$ cat src/rtl/core/llcp_pkg.sv
// Shared constants and types for the line-line closest points unit.
// Used by the top level, the divider and the square root pipelines.
package llcp_pkg;

  localparam int unsigned FracBitsDef = 16;
  localparam int unsigned DataW       = 32;
  localparam int unsigned AddrW       = 3;
  localparam int unsigned QuoBits     = 33;
  localparam int unsigned DivLat      = QuoBits + 3;
  localparam int unsigned RootBits    = 32;

  localparam logic [DataW-1:0]   LimitReset = 32'd4295;
  localparam logic [DataW-1:0]   SatPos     = 32'h7FFF_FFFF;
  localparam logic [DataW-1:0]   SatNeg     = 32'h8000_0000;
  localparam logic [QuoBits-1:0] LimPos     = 33'h0_7FFF_FFFF;
  localparam logic [QuoBits-1:0] LimNeg     = 33'h0_8000_0000;

  typedef enum logic [0:0] {
    REG_PARALLEL_LIMIT = 1'b0
  } reg_idx_e;

endpackage

$ cat src/rtl/core/llcp_sqrt.sv
// Pipelined integer square root of a 64-bit value, one root bit per stage.
// Depends on llcp_pkg for the root width.
module llcp_sqrt
  import llcp_pkg::*;
(
  input  logic                  clk_i,
  input  logic                  en_i,
  input  logic [2*RootBits-1:0] val_i,
  output logic [RootBits-1:0]   root_o
);

  localparam int unsigned RemW = 2 * RootBits + 2;

  logic [RemW-1:0]     rem_q [RootBits];
  logic [RootBits-1:0] res_q [RootBits];

  for (genvar j = 0; j < RootBits; j++) begin : g_step
    localparam int unsigned Bit = RootBits - 1 - j;
    logic [RemW-1:0]     rem_in, trial;
    logic [RootBits-1:0] res_in;
    if (j == 0) begin : g_first
      assign rem_in = RemW'(val_i);
      assign res_in = '0;
    end else begin : g_next
      assign rem_in = rem_q[j-1];
      assign res_in = res_q[j-1];
    end
    assign trial = (RemW'(res_in) << (Bit + 1)) + (RemW'(1) << (2 * Bit));
    always_ff @(posedge clk_i) begin
      if (en_i) begin
        if (rem_in >= trial) begin
          rem_q[j] <= rem_in - trial;
          res_q[j] <= res_in | (RootBits'(1) << Bit);
        end else begin
          rem_q[j] <= rem_in;
          res_q[j] <= res_in;
        end
      end
    end
  end

  assign root_o = res_q[RootBits-1];

endmodule

$ cat config.mk
export PLATFORM = sky130hd
export DESIGN_NAME = llcp_sqrt
export DESIGN_NICKNAME = d
export VERILOG_FILES = /design/src/rtl/core/llcp_pkg.sv /design/src/rtl/core/llcp_sqrt.sv
export SDC_FILE = /design/constraint.sdc
export NUM_CORES = 2
export LEC_CHECK = 0
export ABC_AREA = 0
export BUFFER_PORTS_ARGS = -buffer_cell sky130_fd_sc_hd__buf_2
export CORE_MARGIN = 2
export CORE_UTILIZATION = 45
export CTS_BUF_LIST = sky130_fd_sc_hd__clkbuf_8
export DETAILED_ROUTE_END_ITERATION = 10
export PLACE_DENSITY_LB_ADDON = 0.1
export SYNTH_ARGS = -nofsm -noshare
export SYNTH_HDL_FRONTEND = slang
export SYNTH_SLANG_ARGS = --single-unit
$ cat constraint.sdc
create_clock -name clk_i -period 6.4 [get_ports clk_i]
set_clock_uncertainty 0.15 [all_clocks]
set_input_delay 1.28 -clock clk_i [delete_from_list [all_inputs] [get_ports clk_i]]
set_output_delay 1.28 -clock clk_i [all_outputs]
set_load 0.02 [all_outputs]
==> results by group <==
Clocking
  • Post-CTS Hold Buffers: 0
  • Clock Tree Root: clkbuf_8
  • H-tree depth: 5
  • TritonCTS clock tree: built
  • Clock latency on the worst-skew pair: 1.10 ns
  • Num CTS Buffers: 432
  • Clock slew at reported path FFs: 0.06 ns
  • CTS Sinks: 2573
  • Postcts setup bufs: 0
  • Clock Path Buffers: 4
  • Post-CTS Resized: 0

Detailed routing
  • Via count: 81663
  • Vias per cell: 5.64
  • DR pass1 iterations: 6
  • Per-cell routed wire length: 23.5 µm
  • Residual DRC: 0
  • DR iter-0 viols: 8179
  • WL final: 341 mm
  • ANT nets after route: 0

Floorplanning
  • Initial Utilization: 45.1%
  • FP Rows: 193
  • Die Height: 530 µm
  • Die X: 530 µm
  • Num ports: 98
  • Full die area: 0.281 mm²
  • Core Region: 0.276 mm²

Flow run
  • # Max-Cap Violations: 0

Cells and area
  • Fillers: 24211
  • Multi-input logic area: 0.0439 mm²
  • Fin util: 49.9%
  • Fin cells: 14487
  • Area growth, synth to finish: 10.7%
  • Final nets: 11056
  • Reg area: 0.0773 mm²
  • Layout cells sized above 1: 8.38%

Place
  • Final GP Congestion: 0.952
  • PortBufs: 97
  • Dpl cells: 13702
  • Detailed placer's ending HPWL: 258 mm

Global routing
  • Initial antenna violation count: 8
  • Largest net degree at the start of global routing: 188
  • First-pass GRT wire length: 505 mm
  • GRT overflow: 0
  • Vias in the first global route: 78573
  • GRT Resource Usage Total: 23.9%

Logic synthesis
  • Syn Inst Count: 10037
  • #FFs+latches synth: 2573
  • Most common cell in the netlist: edfxtp_1
  • Most used DFF post-synth: edfxtp_1
  • Post-synth EDFFs: 2573
  • Yosys cell types: 105
  • Syn. warnings: 0
  • Top cells by count, synth: edfxtp_1, nand2_1, inv_1
  • Mapped Area: 0.124 mm²
  • Synth top area share: 62.1%
  • Syn Area/Cell: 12.4 µm²
  • Synth area leaders: edfxtp_1, ha_1, xor2_1
  • Synth area leader: edfxtp_1
  • Async SR Flop Fraction: 0%
  • Syn_nets: 10661
  • Seq/Total Area, Yosys: 62.1%

STA
  • Slew @ Worst Pin: 1.32 ns
  • RSZ-0062 raised after global routing: no
  • Max-slew violation count: 0
  • Setup TNS: 0 ns
  • Max Fclk: 183 MHz
  • Slew Limit Headroom: 11.2%
  • Final min period: 5.47 ns
  • Final period util: 85.5%
  • Worst hold slack: 0.201 ns
  • Setup violators final: 0
  • Fin. Hold Viols: 0

Setup path
  • Worst-path maximum fanout: 27
  • Required time of the critical path: 7.00 ns
  • Reg2Reg Setup Slack: 0.93 ns
  • Crit path arrival time: 6.07 ns
  • Critical Path Start: rem_q[1][812]
  • Crit. End Element: register
  • WS Path Type: register to register
  • Worst setup SP type: register
  • RR Startpoint: rem_q[1][812]
  • Reg2Reg Depth: 10

Power and ir drop
  • Worst vdd ir: 0.000197 V
  • PwrDens: 342 mW/mm²
  • LEAKAGE: 51.3 nW

Worst hold path
  • HP Class: register to register
  • Hold depth: 0
  • Hold Crit Start: rem_q[0][683]

Outcome
  • Outcome: complete, no violations
## registers in the layout, indices dropped and copies added, names as in the netlist
name	count
rem_q	2045
res_q	528
## where the power goes
part / total (mW) / leakage (nW) / switching (mW) / internal (mW)
clock: 14.0 / 4.60 / 6.79 / 7.25
sequential: 23.1 / 24.8 / 1.83 / 21.3
combinational: 9.92 / 21.9 / 6.08 / 3.84
## cells in the final DEF (no fill, tap or decap), types with 50 or more instances in the layout
cell type	n
clkbuf_8	436
nand4_1	163
nor2b_1	81
nand3_1	170
or3_1	138
mux2_2	58
a211oi_1	50
clkinv_2	60
or4_1	84
clkinv_1	119
o21a_1	105
buf_4	69
o21ai_0	600
nor4_1	383
nor3_1	291
edfxtp_1	2573
o31ai_1	52
inv_1	803
ha_1	558
xor2_1	503
nand2b_1	113
xnor2_1	428
nor2_1	580
nand2_1	804
buf_2	96
a21o_1	210
and3_1	54
a21oi_1	468
## routing by layer
metal	routed length, µm	GRT usage, %	vias to the layer above
met2	150000	36.1	2563
li1	-	-	38487
met4	11100	7.96	2
met3	21000	3.84	570
met5	13	0	-
met1	159000	35.0	40041
## final timing paths
| path | endpoint |
|---|---|
| worst max register to register | rem_q[1][911] |
| worst max-delay path | rem_q[1][911] |
| worst min register to register | rem_q[0][749] |
| worst min-delay path | rem_q[0][749] |
## critical path, stage by stage (launching register included)
cell	delay [ns]
edfxtp_1	0.41
ha_1	0.42
nand3_1	0.22
nor2_1	0.56
o21ai_0	0.20
nor4_1	1.09
o21ai_1	0.52
o31a_2	0.67
nor3_2	0.60
nand4b_1	0.20
xnor2_1	0.16
## area by class of cell
| cell class | count | area share, % |
|---|---|---|
| flip-flops and latches | 2573 | 56.1 |
| multi-input cells | 6557 | 31.8 |
| clock buffers | 436 | 4.36 |
| well taps | 3705 | 3.37 |
| inverters | 690 | 1.88 |
| clock inverters | 343 | 1.55 |
| repair buffers | 178 | 0.903 |
| diodes | 5 | 0.00908 |
## stage by stage
stage | power [mW] | area, µm² | setup WS (ns)
final | 47.1 | 138000 | 0.929
after detailed placement | 33.1 | 130000 | 1.32
after global placement | 33.1 | 130000 | 1.39
after CTS | 47.4 | 138000 | 1.27
after global routing | 49.4 | 138000 | 0.983
after floorplan | 29.7 | 124000 | 1.04
## cells by family (layout without fill, tap and decap cells)
logic type | after synthesis | in the layout | share of synthesized area (%)
buffers and inverters | 907 | 1647 | 2.76
other | 0 | 5 | 0
flip-flops | 2573 | 2573 | 62.1
multiplexers | 74 | 74 | 0.658
XOR/XNOR | 931 | 931 | 6.55
AO/OA/AOI/OAI | 1830 | 1830 | 9.12
AND/OR/NAND/NOR | 3164 | 3164 | 13.2
adder cells (fa/ha/maj) | 558 | 558 | 5.61
Power figures use the tool's default switching activity.
